<file path="src/hdl/assert_macros.svh">
// Assertion macros shared by the window statistics RTL.
`ifndef ASSERT_MACROS_SVH
`define ASSERT_MACROS_SVH

// Property must hold at every clock edge outside reset.
`define WMS_ASSERT(label, prop, msg) \
	label: assert property (@(posedge clk) disable iff (!arst_n) prop) else $error(msg);

// Condition must never be true at a clock edge outside reset.
`define WMS_NEVER(label, cond, msg) \
	label: assert property (@(posedge clk) disable iff (!arst_n) !(cond)) else $error(msg);

`endif

</file>
<file path="src/hdl/wms_pkg.sv">
// Shared types and constants for the window mean and deviation unit.
package wms_pkg;

	localparam int WINDOW_DEF      = 32;
	localparam int SAMPLE_BITS_DEF = 10;
	localparam int MEAN_BITS       = 10;
	localparam int STD_BITS        = 9;
	localparam int QUEUE_DEPTH     = 4;

	typedef enum logic {
		OP_STORE   = 1'b0,
		OP_MEASURE = 1'b1
	} op_t;

	typedef struct packed {
		logic avail;
		op_t  op;
	} wms_head_t;

	typedef enum logic [2:0] {
		ST_CLEAR,
		ST_IDLE,
		ST_SUM,
		ST_DIV_MEAN,
		ST_DEV,
		ST_DIV_VAR,
		ST_SQRT,
		ST_DONE
	} back_state_t;

endpackage

</file>
<file path="src/hdl/wms_cdiv.sv">
// Divider by a constant divisor: a shift for a power of two, else a reciprocal multiply.
module wms_cdiv import wms_pkg::*; #(
	parameter int DIVISOR = WINDOW_DEF,
	parameter int W       = 25
) (
	input  logic         clk,
	input  logic         arst_n,
	input  logic         start,
	input  logic [W-1:0] dividend,
	output logic         busy,
	output logic         done,
	output logic [W-1:0] quot
);

	localparam bit POW2   = ((DIVISOR & (DIVISOR - 1)) == 0);
	localparam int SHIFT  = $clog2(DIVISOR);
	localparam int S      = W + SHIFT;
	localparam int MW     = W + 1;
	localparam int CH     = 16;
	localparam int NCH    = (W + CH - 1) / CH;
	localparam int XW     = NCH * CH;
	localparam int PW     = XW + MW;
	localparam int PRW    = CH + MW;
	localparam int STEP_W = $clog2(NCH + 1);
	localparam longint unsigned RECIP =
		((64'd1 << S) + 64'(DIVISOR) - 64'd1) / 64'(DIVISOR);
	localparam logic [MW-1:0] RECIP_M = MW'(RECIP);

	logic              busy_q;
	logic              done_q;
	logic [STEP_W-1:0] step_q;
	logic [W-1:0]      quot_q;
	logic [XW-1:0]     x_q;
	logic [PW-1:0]     prod_q;
	logic [CH-1:0]     digit;
	logic [PRW-1:0]    part;
	logic [PW-1:0]     prod_nx;
	logic              last;

	always_comb begin
		digit   = x_q[XW-1 -: CH];
		part    = PRW'(digit) * PRW'(RECIP_M);
		prod_nx = (prod_q << CH) + PW'(part);
	end

	assign last = (step_q == STEP_W'(NCH - 1));

	always_ff @(posedge clk or negedge arst_n) begin
		if (!arst_n) begin
			busy_q <= 1'b0;
			done_q <= 1'b0;
			step_q <= '0;
		end else begin
			done_q <= 1'b0;
			if (start) begin
				busy_q <= !POW2;
				done_q <= POW2;
				step_q <= '0;
			end else if (busy_q) begin
				step_q <= step_q + 1'b1;
				if (last) begin
					busy_q <= 1'b0;
					done_q <= 1'b1;
				end
			end
		end
	end

	always_ff @(posedge clk) begin
		if (start) begin
			quot_q <= POW2 ? (dividend >> SHIFT) : '0;
			x_q    <= XW'(dividend);
			prod_q <= '0;
		end else if (busy_q) begin
			x_q    <= x_q << CH;
			prod_q <= prod_nx;
			if (last) quot_q <= W'(prod_nx >> S);
		end
	end

	assign busy = busy_q;
	assign done = done_q;
	assign quot = quot_q;

endmodule

</file>
<file path="src/hdl/wms_sqrt.sv">
// Sequential integer square root, one root bit per cycle.
module wms_sqrt import wms_pkg::*; #(
	parameter int RW = SAMPLE_BITS_DEF
) (
	input  logic            clk,
	input  logic            arst_n,
	input  logic            start,
	input  logic [2*RW-1:0] radicand,
	output logic            done,
	output logic [RW-1:0]   root
);

	localparam int SW = $clog2(RW);

	logic            busy_q;
	logic            done_q;
	logic [SW-1:0]   step_q;
	logic [2*RW-1:0] x_q;
	logic [RW+1:0]   rem_q;
	logic [RW-1:0]   root_q;
	logic [RW+3:0]   rem_t;
	logic [RW+3:0]   trial;
	logic            fit;
	logic [RW+3:0]   rem_d;

	always_comb begin
		rem_t = {rem_q, x_q[2*RW-1:2*RW-2]};
		trial = (RW+4)'({root_q, 2'b01});
		fit   = (rem_t >= trial);
		rem_d = fit ? (rem_t - trial) : rem_t;
	end

	always_ff @(posedge clk or negedge arst_n) begin
		if (!arst_n) begin
			busy_q <= 1'b0;
			done_q <= 1'b0;
			step_q <= '0;
		end else begin
			done_q <= 1'b0;
			if (start) begin
				busy_q <= 1'b1;
				step_q <= '0;
			end else if (busy_q) begin
				step_q <= step_q + 1'b1;
				if (step_q == SW'(RW - 1)) begin
					busy_q <= 1'b0;
					done_q <= 1'b1;
				end
			end
		end
	end

	always_ff @(posedge clk) begin
		if (start) begin
			x_q    <= radicand;
			rem_q  <= '0;
			root_q <= '0;
		end else if (busy_q) begin
			x_q    <= x_q << 2;
			rem_q  <= rem_d[RW+1:0];
			root_q <= {root_q[RW-2:0], fit};
		end
	end

	assign done = done_q;
	assign root = root_q;

endmodule

</file>
<file path="src/hdl/wms_front.sv">
// Request intake: input register, opcode decode and word queue.
`include "assert_macros.svh"

module wms_front import wms_pkg::*; #(
	parameter int SAMPLE_BITS = SAMPLE_BITS_DEF
) (
	input  logic                   clk,
	input  logic                   arst_n,
	input  logic                   req_valid,
	output logic                   req_stall,
	input  logic                   opcode,
	input  logic [SAMPLE_BITS-1:0] sample,
	input  logic                   clearing,
	input  logic                   pop,
	output wms_head_t              head,
	output logic [SAMPLE_BITS-1:0] head_sample
);

	localparam int PTR_W = $clog2(QUEUE_DEPTH);
	localparam int CNT_W = $clog2(QUEUE_DEPTH + 1);

	logic                   vld_s1;
	op_t                    op_s1;
	logic [SAMPLE_BITS-1:0] smp_s1;
	op_t                    q_op_q  [QUEUE_DEPTH];
	logic [SAMPLE_BITS-1:0] q_smp_q [QUEUE_DEPTH];
	logic [PTR_W-1:0]       rd_ptr_q;
	logic [PTR_W-1:0]       wr_ptr_q;
	logic [CNT_W-1:0]       cnt_q;
	logic                   space;
	logic                   push;
	logic                   load;

	assign space     = (cnt_q != CNT_W'(QUEUE_DEPTH));
	assign push      = vld_s1 && space;
	assign req_stall = clearing || (vld_s1 && !space);
	assign load      = req_valid && !req_stall;

	always_ff @(posedge clk or negedge arst_n) begin
		if (!arst_n) begin
			vld_s1   <= 1'b0;
			rd_ptr_q <= '0;
			wr_ptr_q <= '0;
			cnt_q    <= '0;
		end else begin
			if (load) begin
				vld_s1 <= 1'b1;
			end else if (push) begin
				vld_s1 <= 1'b0;
			end
			if (push) begin
				wr_ptr_q <= (wr_ptr_q == PTR_W'(QUEUE_DEPTH - 1)) ? '0 : wr_ptr_q + 1'b1;
			end
			if (pop) begin
				rd_ptr_q <= (rd_ptr_q == PTR_W'(QUEUE_DEPTH - 1)) ? '0 : rd_ptr_q + 1'b1;
			end
			cnt_q <= cnt_q + CNT_W'(push) - CNT_W'(pop);
		end
	end

	always_ff @(posedge clk) begin
		if (load) begin
			op_s1  <= opcode ? OP_MEASURE : OP_STORE;
			smp_s1 <= sample;
		end
		if (push) begin
			q_op_q[wr_ptr_q]  <= op_s1;
			q_smp_q[wr_ptr_q] <= smp_s1;
		end
	end

	assign head.avail  = (cnt_q != '0);
	assign head.op     = q_op_q[rd_ptr_q];
	assign head_sample = q_smp_q[rd_ptr_q];

	`WMS_NEVER(a_queue_bound, cnt_q > CNT_W'(QUEUE_DEPTH), "queue count exceeds depth")
	`WMS_NEVER(a_pop_empty, pop && (cnt_q == '0), "pop from empty queue")
	`WMS_NEVER(a_take_in_clear, clearing && load, "word taken during clearing pass")

endmodule

</file>
<file path="src/hdl/wms_back.sv">
// Execution: sample ring, sum and deviation passes, divide, root, result register.
`include "assert_macros.svh"

module wms_back import wms_pkg::*; #(
	parameter int WINDOW      = WINDOW_DEF,
	parameter int SAMPLE_BITS = SAMPLE_BITS_DEF
) (
	input  logic                   clk,
	input  logic                   arst_n,
	input  wms_head_t              head,
	input  logic [SAMPLE_BITS-1:0] head_sample,
	output logic                   pop,
	output logic                   clearing,
	output logic                   res_valid,
	input  logic                   res_stall,
	output logic [MEAN_BITS-1:0]   mean,
	output logic [STD_BITS-1:0]    std_dev
);

	localparam int IDX_W = $clog2(WINDOW);
	localparam int CNT_W = $clog2(WINDOW + 1);
	localparam int SUM_W = SAMPLE_BITS + $clog2(WINDOW);
	localparam int ACC_W = 2 * SAMPLE_BITS + $clog2(WINDOW);
	localparam int VAR_W = 2 * SAMPLE_BITS;

	back_state_t            state_q;
	back_state_t            state_d;
	logic [IDX_W-1:0]       wp_q;
	logic [CNT_W-1:0]       cnt_q;
	logic [SAMPLE_BITS-1:0] ring_mem [WINDOW];
	logic                   vld_s1;
	logic                   vld_s2;
	logic                   vld_s3;
	logic [SAMPLE_BITS-1:0] rd_data_s1;
	logic [SAMPLE_BITS-1:0] dev_s2;
	logic [VAR_W-1:0]       sq_s3;
	logic [SUM_W-1:0]       sum_q;
	logic [ACC_W-1:0]       acc_q;
	logic [SAMPLE_BITS-1:0] mean_q;
	logic                   res_valid_q;
	logic [MEAN_BITS-1:0]   mean_out_q;
	logic [STD_BITS-1:0]    std_out_q;

	logic                   mem_we;
	logic [IDX_W-1:0]       mem_waddr;
	logic [SAMPLE_BITS-1:0] mem_wdata;
	logic [IDX_W-1:0]       rd_addr;
	logic                   issue;
	logic                   pass_end;
	logic                   clear_last;
	logic                   out_free;
	logic                   out_load;
	logic                   div_start;
	logic [ACC_W-1:0]       div_in;
	logic                   div_busy;
	logic                   div_done;
	logic [ACC_W-1:0]       div_quot;
	logic                   sqrt_start;
	logic                   sqrt_done;
	logic [SAMPLE_BITS-1:0] sqrt_root;
	logic [SAMPLE_BITS+MEAN_BITS-1:0] mean_ext;
	logic [SAMPLE_BITS+STD_BITS-1:0]  root_ext;

	wms_cdiv #(
		.DIVISOR (WINDOW),
		.W       (ACC_W)
	) u_cdiv (
		.clk      (clk),
		.arst_n   (arst_n),
		.start    (div_start),
		.dividend (div_in),
		.busy     (div_busy),
		.done     (div_done),
		.quot     (div_quot)
	);

	wms_sqrt #(
		.RW (SAMPLE_BITS)
	) u_sqrt (
		.clk      (clk),
		.arst_n   (arst_n),
		.start    (sqrt_start),
		.radicand (div_quot[VAR_W-1:0]),
		.done     (sqrt_done),
		.root     (sqrt_root)
	);

	assign rd_addr    = cnt_q[IDX_W-1:0];
	assign issue      = ((state_q == ST_SUM) || (state_q == ST_DEV)) &&
	                    (cnt_q != CNT_W'(WINDOW));
	assign pass_end   = (cnt_q == CNT_W'(WINDOW)) && !vld_s1 && !vld_s2 && !vld_s3;
	assign clear_last = (cnt_q == CNT_W'(WINDOW - 1));
	assign out_free   = !res_valid_q || !res_stall;
	assign div_in     = (state_q == ST_SUM) ? ACC_W'(sum_q) : acc_q;
	assign mean_ext   = {{MEAN_BITS{1'b0}}, mean_q};
	assign root_ext   = {{STD_BITS{1'b0}}, sqrt_root};

	always_comb begin
		state_d = state_q;
		case (state_q)
			ST_CLEAR: begin
				if (clear_last) state_d = ST_IDLE;
			end
			ST_IDLE: begin
				if (head.avail && (head.op == OP_MEASURE)) state_d = ST_SUM;
			end
			ST_SUM: begin
				if (pass_end) state_d = ST_DIV_MEAN;
			end
			ST_DIV_MEAN: begin
				if (div_done) state_d = ST_DEV;
			end
			ST_DEV: begin
				if (pass_end) state_d = ST_DIV_VAR;
			end
			ST_DIV_VAR: begin
				if (div_done) state_d = ST_SQRT;
			end
			ST_SQRT: begin
				if (sqrt_done) state_d = ST_DONE;
			end
			ST_DONE: begin
				if (out_free) state_d = ST_IDLE;
			end
			default: state_d = ST_CLEAR;
		endcase
	end

	always_comb begin
		pop        = 1'b0;
		mem_we     = 1'b0;
		mem_waddr  = wp_q;
		mem_wdata  = head_sample;
		div_start  = 1'b0;
		sqrt_start = 1'b0;
		out_load   = 1'b0;
		clearing   = 1'b0;
		case (state_q)
			ST_CLEAR: begin
				clearing  = 1'b1;
				mem_we    = 1'b1;
				mem_waddr = cnt_q[IDX_W-1:0];
				mem_wdata = '0;
			end
			ST_IDLE: begin
				if (head.avail) begin
					pop    = 1'b1;
					mem_we = (head.op == OP_STORE);
				end
			end
			ST_SUM: begin
				div_start = pass_end;
			end
			ST_DEV: begin
				div_start = pass_end;
			end
			ST_DIV_VAR: begin
				sqrt_start = div_done;
			end
			ST_DONE: begin
				out_load = out_free;
			end
			default: begin
			end
		endcase
	end

	always_ff @(posedge clk or negedge arst_n) begin
		if (!arst_n) begin
			state_q     <= ST_CLEAR;
			wp_q        <= '0;
			cnt_q       <= '0;
			vld_s1      <= 1'b0;
			vld_s2      <= 1'b0;
			vld_s3      <= 1'b0;
			res_valid_q <= 1'b0;
		end else begin
			state_q <= state_d;
			vld_s1  <= issue;
			vld_s2  <= vld_s1 && (state_q == ST_DEV);
			vld_s3  <= vld_s2;
			if (pop && (head.op == OP_STORE)) begin
				wp_q <= (wp_q == IDX_W'(WINDOW - 1)) ? '0 : wp_q + 1'b1;
			end
			case (state_q)
				ST_CLEAR:    cnt_q <= clear_last ? '0 : cnt_q + 1'b1;
				ST_IDLE:     cnt_q <= '0;
				ST_DIV_MEAN: cnt_q <= '0;
				default: begin
					if (issue) cnt_q <= cnt_q + 1'b1;
				end
			endcase
			if (out_load) begin
				res_valid_q <= 1'b1;
			end else if (!res_stall) begin
				res_valid_q <= 1'b0;
			end
		end
	end

	always_ff @(posedge clk) begin
		if (mem_we) ring_mem[mem_waddr] <= mem_wdata;
	end

	always_ff @(posedge clk) begin
		rd_data_s1 <= ring_mem[rd_addr];
	end

	always_ff @(posedge clk) begin
		dev_s2 <= (rd_data_s1 >= mean_q) ? (rd_data_s1 - mean_q) : (mean_q - rd_data_s1);
		sq_s3  <= VAR_W'(dev_s2) * VAR_W'(dev_s2);
		if (state_q == ST_IDLE) begin
			sum_q <= '0;
		end else if (vld_s1 && (state_q == ST_SUM)) begin
			sum_q <= sum_q + SUM_W'(rd_data_s1);
		end
		if (state_q == ST_DIV_MEAN) begin
			acc_q <= '0;
			if (div_done) mean_q <= div_quot[SAMPLE_BITS-1:0];
		end else if (vld_s3) begin
			acc_q <= acc_q + ACC_W'(sq_s3);
		end
		if (out_load) begin
			mean_out_q <= mean_ext[MEAN_BITS-1:0];
			std_out_q  <= root_ext[STD_BITS-1:0];
		end
	end

	assign res_valid = res_valid_q;
	assign mean      = mean_out_q;
	assign std_dev   = std_out_q;

	`WMS_NEVER(a_pop_idle, pop && (state_q != ST_IDLE), "word taken outside idle")
	`WMS_ASSERT(a_wp_store, !$stable(wp_q) |-> $past(pop && (head.op == OP_STORE)), "pointer moved without store")
	`WMS_ASSERT(a_div_free, div_start |-> !div_busy, "divider started while busy")
	`WMS_NEVER(a_clear_quiet, clearing && (pop || res_valid_q), "activity during clearing pass")

endmodule

</file>
<file path="src/hdl/window_mean_stddev_unit.sv">
// Sliding window mean and population standard deviation unit, top level.
// Store words (opcode 0) write one sample into a WINDOW-entry ring and give no result;
// measure words (opcode 1) give one result, floor(sum/WINDOW) as mean and
// floor(sqrt(floor(sum of squared deviations/WINDOW))) as std_dev. After reset the ring
// is cleared to zero with req_stall high. A store is written to the ring when it is popped in
// the idle state. A measure makes two passes over the ring, a sum pass and a deviation pass,
// runs the one-bit-per-cycle square root, and uses the constant divider (a shift for a
// power-of-two WINDOW, else a reciprocal multiply taken 16 bits a cycle). A four-word queue
// lets stores be taken while a measure runs or a result waits on res_stall.
module window_mean_stddev_unit import wms_pkg::*; #(
	parameter int WINDOW      = WINDOW_DEF,
	parameter int SAMPLE_BITS = SAMPLE_BITS_DEF
) (
	input  logic                   clk,
	input  logic                   arst_n,
	input  logic                   req_valid,
	output logic                   req_stall,
	input  logic                   opcode,
	input  logic [SAMPLE_BITS-1:0] sample,
	output logic                   res_valid,
	input  logic                   res_stall,
	output logic [MEAN_BITS-1:0]   mean,
	output logic [STD_BITS-1:0]    std_dev
);

	wms_head_t              head;
	logic [SAMPLE_BITS-1:0] head_sample;
	logic                   pop;
	logic                   clearing;

	wms_front #(
		.SAMPLE_BITS (SAMPLE_BITS)
	) u_front (
		.clk         (clk),
		.arst_n      (arst_n),
		.req_valid   (req_valid),
		.req_stall   (req_stall),
		.opcode      (opcode),
		.sample      (sample),
		.clearing    (clearing),
		.pop         (pop),
		.head        (head),
		.head_sample (head_sample)
	);

	wms_back #(
		.WINDOW      (WINDOW),
		.SAMPLE_BITS (SAMPLE_BITS)
	) u_back (
		.clk         (clk),
		.arst_n      (arst_n),
		.head        (head),
		.head_sample (head_sample),
		.pop         (pop),
		.clearing    (clearing),
		.res_valid   (res_valid),
		.res_stall   (res_stall),
		.mean        (mean),
		.std_dev     (std_dev)
	);

endmodule
</file>
<file path="config.mk">
export PLATFORM = sky130hd
export DESIGN_NAME = window_mean_stddev_unit
export DESIGN_NICKNAME = d
export VERILOG_FILES = /design/src/hdl/wms_pkg.sv /design/src/hdl/wms_cdiv.sv /design/src/hdl/wms_sqrt.sv /design/src/hdl/wms_front.sv /design/src/hdl/wms_back.sv /design/src/hdl/window_mean_stddev_unit.sv
export VERILOG_INCLUDE_DIRS = /design/src /design/src/hdl
export SDC_FILE = /design/constraint.sdc
export NUM_CORES = 1
export LEC_CHECK = 0
export ABC_AREA = 1
export ABC_CLOCK_PERIOD_IN_PS = 13600
export BUFFER_PORTS_ARGS = -buffer_cell sky130_fd_sc_hd__buf_2
export CAP_MARGIN = 30
export CORE_AREA = 2 2 227 341
export DETAILED_ROUTE_END_ITERATION = 8
export DIE_AREA = 0 0 229 343
export PLACE_DENSITY = 0.59
export SYNTH_ARGS = -nofsm -noshare
export SYNTH_HDL_FRONTEND = slang
export SYNTH_SLANG_ARGS = --single-unit
</file>
<file path="constraint.sdc">
create_clock -name clk -period 13.6 [get_ports clk]
set_input_delay 1.36 -clock clk [delete_from_list [all_inputs] [get_ports clk]]
set_output_delay 1.36 -clock clk [all_outputs]
set_load 0.02 [all_outputs]
</file>
==> results of run 1 <==
## sequential cells by signal (all words and copies together), names as in the netlist, 12 cells and up
name / count
u_back.ring_mem: 320
u_front.q_smp_q: 40
u_back.u_cdiv.x_q: 32
u_back.acc_q: 25
u_back.u_cdiv.quot: 20
u_back.u_sqrt.x_q: 20
u_back.sq_s3: 19
u_back.sum_q: 15
u_back.u_sqrt.rem_q: 12
## cell usage in the layout (no fill, tap or decap), types with 4 or more instances in the layout
cell	instances
nor3_2	4
edfxtp_1	469
clkbuf_1	9
clkinv_2	16
a22oi_1	9
a21oi_2	11
o211ai_1	8
ha_1	124
nand2_2	7
dfrtp_1	34
buf_4	36
clkinvlp_4	6
nor3_1	11
xnor2_1	16
buf_6	11
bufinv_16	7
clkbuf_16	59
and2_1	4
o21bai_1	11
buf_2	35
o22ai_1	80
o21ai_0	288
nor2_1	404
inv_2	12
o21ai_1	25
nand4_1	18
nor2_2	4
inv_1	323
a21oi_1	123
o21ai_2	8
nand3_2	4
a21o_1	6
xor2_1	39
a31oi_1	5
nand3_1	89
a21boi_0	4
nand2_1	594
dfxtp_1	117
fa_1	51
clkinv_4	5
## cell families (layout without fill, tap and decap cells)
| family | after synthesis | count (layout) | share of synthesized area (%) |
|---|---|---|---|
| flops | 622 | 622 | 57.8 |
| fa+ha+maj | 175 | 175 | 8.57 |
| compound gates | 587 | 587 | 10.6 |
| xor+xnor | 55 | 55 | 1.61 |
| buf+inv | 457 | 532 | 6.11 |
| simple gates | 1148 | 1148 | 15.3 |
## worst reg2reg max path, stage by stage, from the launching register on
cell and delay, ns:
dfxtp_1 0.56, nand2_1 0.20, fa_1 0.55, fa_1 0.55, inv_1 0.05, fa_1 0.53
fa_1 0.56, inv_1 0.06, fa_1 0.54, inv_1 0.04, ha_1 0.33, nand2_1 0.11
nor2_1 0.14, nand4_1 0.09, o21ai_0 0.40, nand3_1 0.16, nand3b_1 0.12, nand2_1 0.05
## layout make-up
| class | instances | area (µm²) | area share [%] |
|---|---|---|---|
| flip-flops and latches | 622 | 17300 | 52.0 |
| multi-input cells | 1965 | 10900 | 32.7 |
| clock buffers | 71 | 1550 | 4.65 |
| inverters | 336 | 1260 | 3.79 |
| well taps | 1008 | 1260 | 3.78 |
| repair buffers | 84 | 599 | 1.80 |
| clock inverters | 41 | 447 | 1.34 |
## routing by layer
| metal | routed length [µm] | GRT usage [%] | vias up |
|---|---|---|---|
| met3 | 2250 | 2.08 | 133 |
| met2 | 37400 | 34.2 | 352 |
| li1 | - | - | 10300 |
| met1 | 28400 | 20.3 | 9873 |
| met4 | 3050 | 7.51 | 0 |
| met5 | 0 | 0 | - |
## per-stage QoR
step	worst slack, ns	util, %	hold WS (ns)
2_1_floorplan	8.89	-	0.332
3_3_place_gp	8.52	41.1	0.380
3_5_place_dp	8.44	41.4	0.389
4_1_cts	8.42	44.0	0.405
5_1_grt	8.06	44.0	0.415
6_report	8.47	44.0	0.400
## worst paths after layout
check | endpoint | cells past startpoint | start | slack [ns]
worst min-delay path | u_back.vld_s3 | 0 | u_back.vld_s2 | 0.40
worst min register to register | u_back.vld_s3 | 0 | u_back.vld_s2 | 0.40
worst max register to register | u_back.sq_s3[19] | 17 | u_back.dev_s2[0] | 8.47
max in group asynchronous | u_back.cnt_q[0] | 1 | arst_n | 12.12
worst max-delay path | u_back.sq_s3[19] | 17 | u_back.dev_s2[0] | 8.47
min in group asynchronous | u_back.res_valid | 1 | arst_n | 0.84
==> out/summary.txt, run 1 <==
status: finished, final reports clean
CTS Buffer Depth: 3
fmax: 195 MHz
routability-driven placement congestion ratio: 0.886
die height: 343 µm
Post-synth EDFFs: 469
Crit Path Max Fanout: 11
fraction of registers with async set/reset: 5.79%
I/O Pins: 36
final WL: 71.1 mm
Max Cap Viol: 0
fin. max-slew vios: 0
Tot GR Track Use: 18.0%
largest net degree at the start of global routing: 91
RSZ-0062 raised after global routing: false
Die ar.: 0.0785 mm²
Worst-path clk slew: 0.07 ns
CTS Root Cell: clkbuf_16
HPWL Detailed: 48.9 mm
slowest CP cell: dfxtp_1
most used cell, CP: fa_1
Max-slew headroom: 31.3%
DR vias/cell: 4.99
Synth Area per Inst: 9.86 µm²
Worst Hold Class: reg2reg
TritonCTS clock tree: built
Yosys top cell by area: edfxtp_1
Most used DFF post-synth: edfxtp_1
Clock Sink Count: 622
Inserted Clock Buffers: 59
register area share after synthesis: 57.8%
Hold Vio Cnt, Final: 0
post-place instance area: 0.0313 mm²
core area: 0.0757 mm²
Mapped Cells: 3044
min Tclk post-route: 5.13 ns
ANT nets after route: 0
first-pass GRT wire length: 111 mm
vias in the first global route: 20.4k
final setup TNS: 0 ns
Initial Util: 39.6%
Post-synth top cells: nand2_1 (594), edfxtp_1 (469), nor2_1 (405)
fillers: 7339
num rows: 124
Buf+Inv Stages, Crit Path: 3
Initial DRT Pass Iterations: 5
clock skew: 0.0293 ns
Hold Buf Count CTS: 0
H-Tree Depth: 2
Crit. End Element: flip-flop
post-synth top area share: 46.9%
layout cells sized above 1: 7.73%
Finished Layout Cells: 4127
Cells after DPL: 4014
antenna violations before repair: 0
Worst Max-Slew Pin Slew: 1.03 ns
Synth Net Count: 3234
DR iter-0 viols: 1235
Net count, final: 3258
CP max stage delay: 0.56 ns
Diodes inserted: 0
critical path class: reg2reg
P&R area growth vs syn: 11.2%
total gr overflow: 0
Yosys cell types: 48
#FFs+latches synth: 622
Synthesis Warnings: 0
Chip Width: 229 µm
critical path launch point type: flip-flop
Top Family by Delay on Critical Path: adder cells
# Post-CTS Setup Buffers: 0
input/output buffers: 35
Synth area leaders: edfxtp_1 (47%), dfxtp_1 (7.8%), nand2_1 (7.4%), ha_1 (5.2%), nor2_1 (5.1%)
fin crit share: 37.7%
Worst Path Required: 14.11 ns
CP Cell Sequence: nand2_1, fa_1, fa_1, inv_1, fa_1, fa_1, inv_1, fa_1, inv_1, ha_1, nand2_1, nor2_1, nand4_1, o21ai_0, nand3_1, nand3b_1, nand2_1
design area: 0.0333 mm²
latest clock arrival within the worst-skew pair: 0.64 ns
Routed WL per cell: 17.2 µm
post_cts resized: 0
Worst Path Arrival: 5.64 ns
Setup Viol. Count Final: 0
count leader, synth: nand2_1
Remaining DRCs: 0
total via count in the routed design: 20.6k
Netlist Area Pre-Place: 0.0300 mm²
Power of run 1 is not shown: default switching activity piles up to over one toggle a cycle in this logic, so the estimate is an artifact.
==> run 2, diff against run 1 <==
- ABC_CLOCK_PERIOD_IN_PS: 13600 -> 4450
- PLACE_DENSITY: 0.59 -> 0.61
- clock period: 13.6 -> 4.45 ns (I/O delays scaled with it)
==> run 2 against run 1 <==
Against the previous run:
- setup slack got worse by 8.4 ns
- final area grew 2.3%
- hold slack lost 0.25 ns
- highest routed layer unchanged
==> out/summary.txt, run 2 (same netlist as run 1, synthesis figures left out) <==
status: finished, final reports clean
Diodes inserted: 0 (unchanged)
Tot GR Track Use: 18.3% (+0.30 points)
Worst Path Arrival: 4.87 ns (-0.77 ns)
Chip Width: 229 µm (unchanged)
Clock Sink Count: 622 (unchanged)
Worst Hold Class: in2reg
RSZ-0062 raised after global routing: true
first-pass GRT wire length: 113 mm (+1.9%)
Net count, final: 3326 (+2.1%)
P&R area growth vs syn: 13.7%
fmax: 229 MHz (+17%)
I/O Pins: 36 (unchanged)
Inserted Clock Buffers: 57 (-3.4%)
ANT nets after route: 0 (unchanged)
commonest non-fill, non-tap cell in the layout: nand2_1
Finished Layout Cells: 4193 (+1.6%)
Worst Path Required: 4.96 ns (-9.15 ns)
CTS Root Cell: clkbuf_16
final WL: 72.0 mm (+1.2%)
Max Cap Viol: 0 (unchanged)
post-place instance area: 0.0317 mm² (+1.3%)
die height: 343 µm (unchanged)
Initial DRT Pass Iterations: 5 (unchanged)
CTS Buffer Depth: 3 (unchanged)
Initial Util: 39.6% (unchanged)
hold path cells: 3 (+3)
total via count in the routed design: 21.2k (+2.6%)
max FFs per register: 320 (unchanged)
routability-driven placement congestion ratio: 0.888 (+0.32%)
num rows: 124 (unchanged)
design area: 0.0341 mm² (+2.3%)
fin crit share: 98.2% (+60 points)
latest clock arrival within the worst-skew pair: 0.63 ns (about the same)
critical path class: reg2reg
antenna violations before repair: 0 (unchanged)
input/output buffers: 35 (unchanged)
Core Util, Final: 45.1% (+1.0 points)
Routed WL per cell: 17.2 µm (-0.41%)
Setup Viol. Count Final: 0 (unchanged)
Crit. End Element: flip-flop
Die ar.: 0.0785 mm² (unchanged)
min Tclk post-route: 4.37 ns (-0.760 ns)
register name with the most flops: u_back.ring_mem
Worst-path clk slew: 0.07 ns (about the same)
largest net degree at the start of global routing: 83 (-8.8%)
HPWL Detailed: 49.2 mm (+0.47%)
Max-slew headroom: 35.7% (+4.3 points)
Hold Vio Cnt, Final: 0 (unchanged)
Largest regs: u_back.ring_mem (320), u_front.q_smp_q (40), u_back.u_cdiv.x_q (32)
worst reg2reg path depth: 18 (+1)
total gr overflow: 0 (unchanged)
Remaining DRCs: 0 (unchanged)
DR iter-0 viols: 1308 (+5.9%)
Worst Max-Slew Pin Slew: 0.965 ns (-0.0611 ns)
layout cells sized above 1: 10.8% (+3.1 points)
clock skew: 0.0269 ns (-0.00246 ns)
vias in the first global route: 21.2k (+3.7%)
core area: 0.0757 mm² (unchanged)
most frequent cells in the layout: nand2_1 (587), edfxtp_1 (469), nor2_1 (401)
r2r setup slk: 0.08 ns (-8.39 ns)
H-Tree Depth: 2 (unchanged)
Crit Path Max Fanout: 13 (+2)
fin. max-slew vios: 0 (unchanged)
critical path launch point type: flip-flop
DR vias/cell: 5.05 (+1.0%)
TritonCTS clock tree: built
Cells after DPL: 4067 (+1.3%)
[run 2: final timing paths]
| check | endpoint | start |
|---|---|---|
| min | u_front.vld_s1 | req_valid |
| min in group asynchronous | u_back.res_valid | arst_n |
| max in group asynchronous | u_back.cnt_q[0] | arst_n |
| min reg2reg | u_back.vld_s3 | u_back.vld_s2 |
| max | u_back.sq_s3[19] | u_back.dev_s2[7] |
| max reg2reg | u_back.sq_s3[19] | u_back.dev_s2[7] |
[run 2: repair_timing]
item                       CTS  global route
setup buffers                1             5
hold buffers                12             0
cloned                       0             0
resized for setup           13            53
setup endpoints to repair    7            12
pin swaps                    8            23
hold endpoints to repair    47             0
[run 2: worst max-delay path, stage by stage (launching register included)]
cell and delay, ns:
dfxtp_2 0.35, buf_8 0.15, nand2_1 0.10, fa_1 0.41, inv_1 0.07, fa_1 0.43, fa_1 0.49, fa_1 0.51
inv_1 0.06, fa_1 0.55, inv_2 0.05, ha_4 0.28, nand2_4 0.06, nor2_4 0.11, nand4_1 0.09, o21ai_2 0.26
nand3_2 0.12, nand3b_1 0.11, nand2_1 0.06
[run 2: final cells by class]
cell class	count	area, µm²
well taps	1008	1260
inverters	336	1260
repair buffers	154	1180
fillers	7196	41600
clock buffers	68	1520
flip-flops and latches	622	17400
multi-input cells	1965	11100
clock inverters	40	430
[run 2: metrics by stage]
stage	TNS [ns]	hold WS, ns	worst slack (ns)
floorplan	-0.0163	0.149	-0.0163
global placement	-0.125	0.385	-0.0757
detailed placement	-0.404	0.382	-0.124
CTS	0	0.124	0.00252
global route	-0.181	0.137	-0.0803
finish	0	0.151	0.0802
[run 2: per-layer routing]
metal	vias up	track usage, %	share of wire [%]
met5	-	0	0
met4	0	7.67	4.1
met3	141	2.19	3.4
met2	406	35.3	54
met1	10200	20.1	38
li1	10400	-	-
Power of run 2 is left out for the same reason.
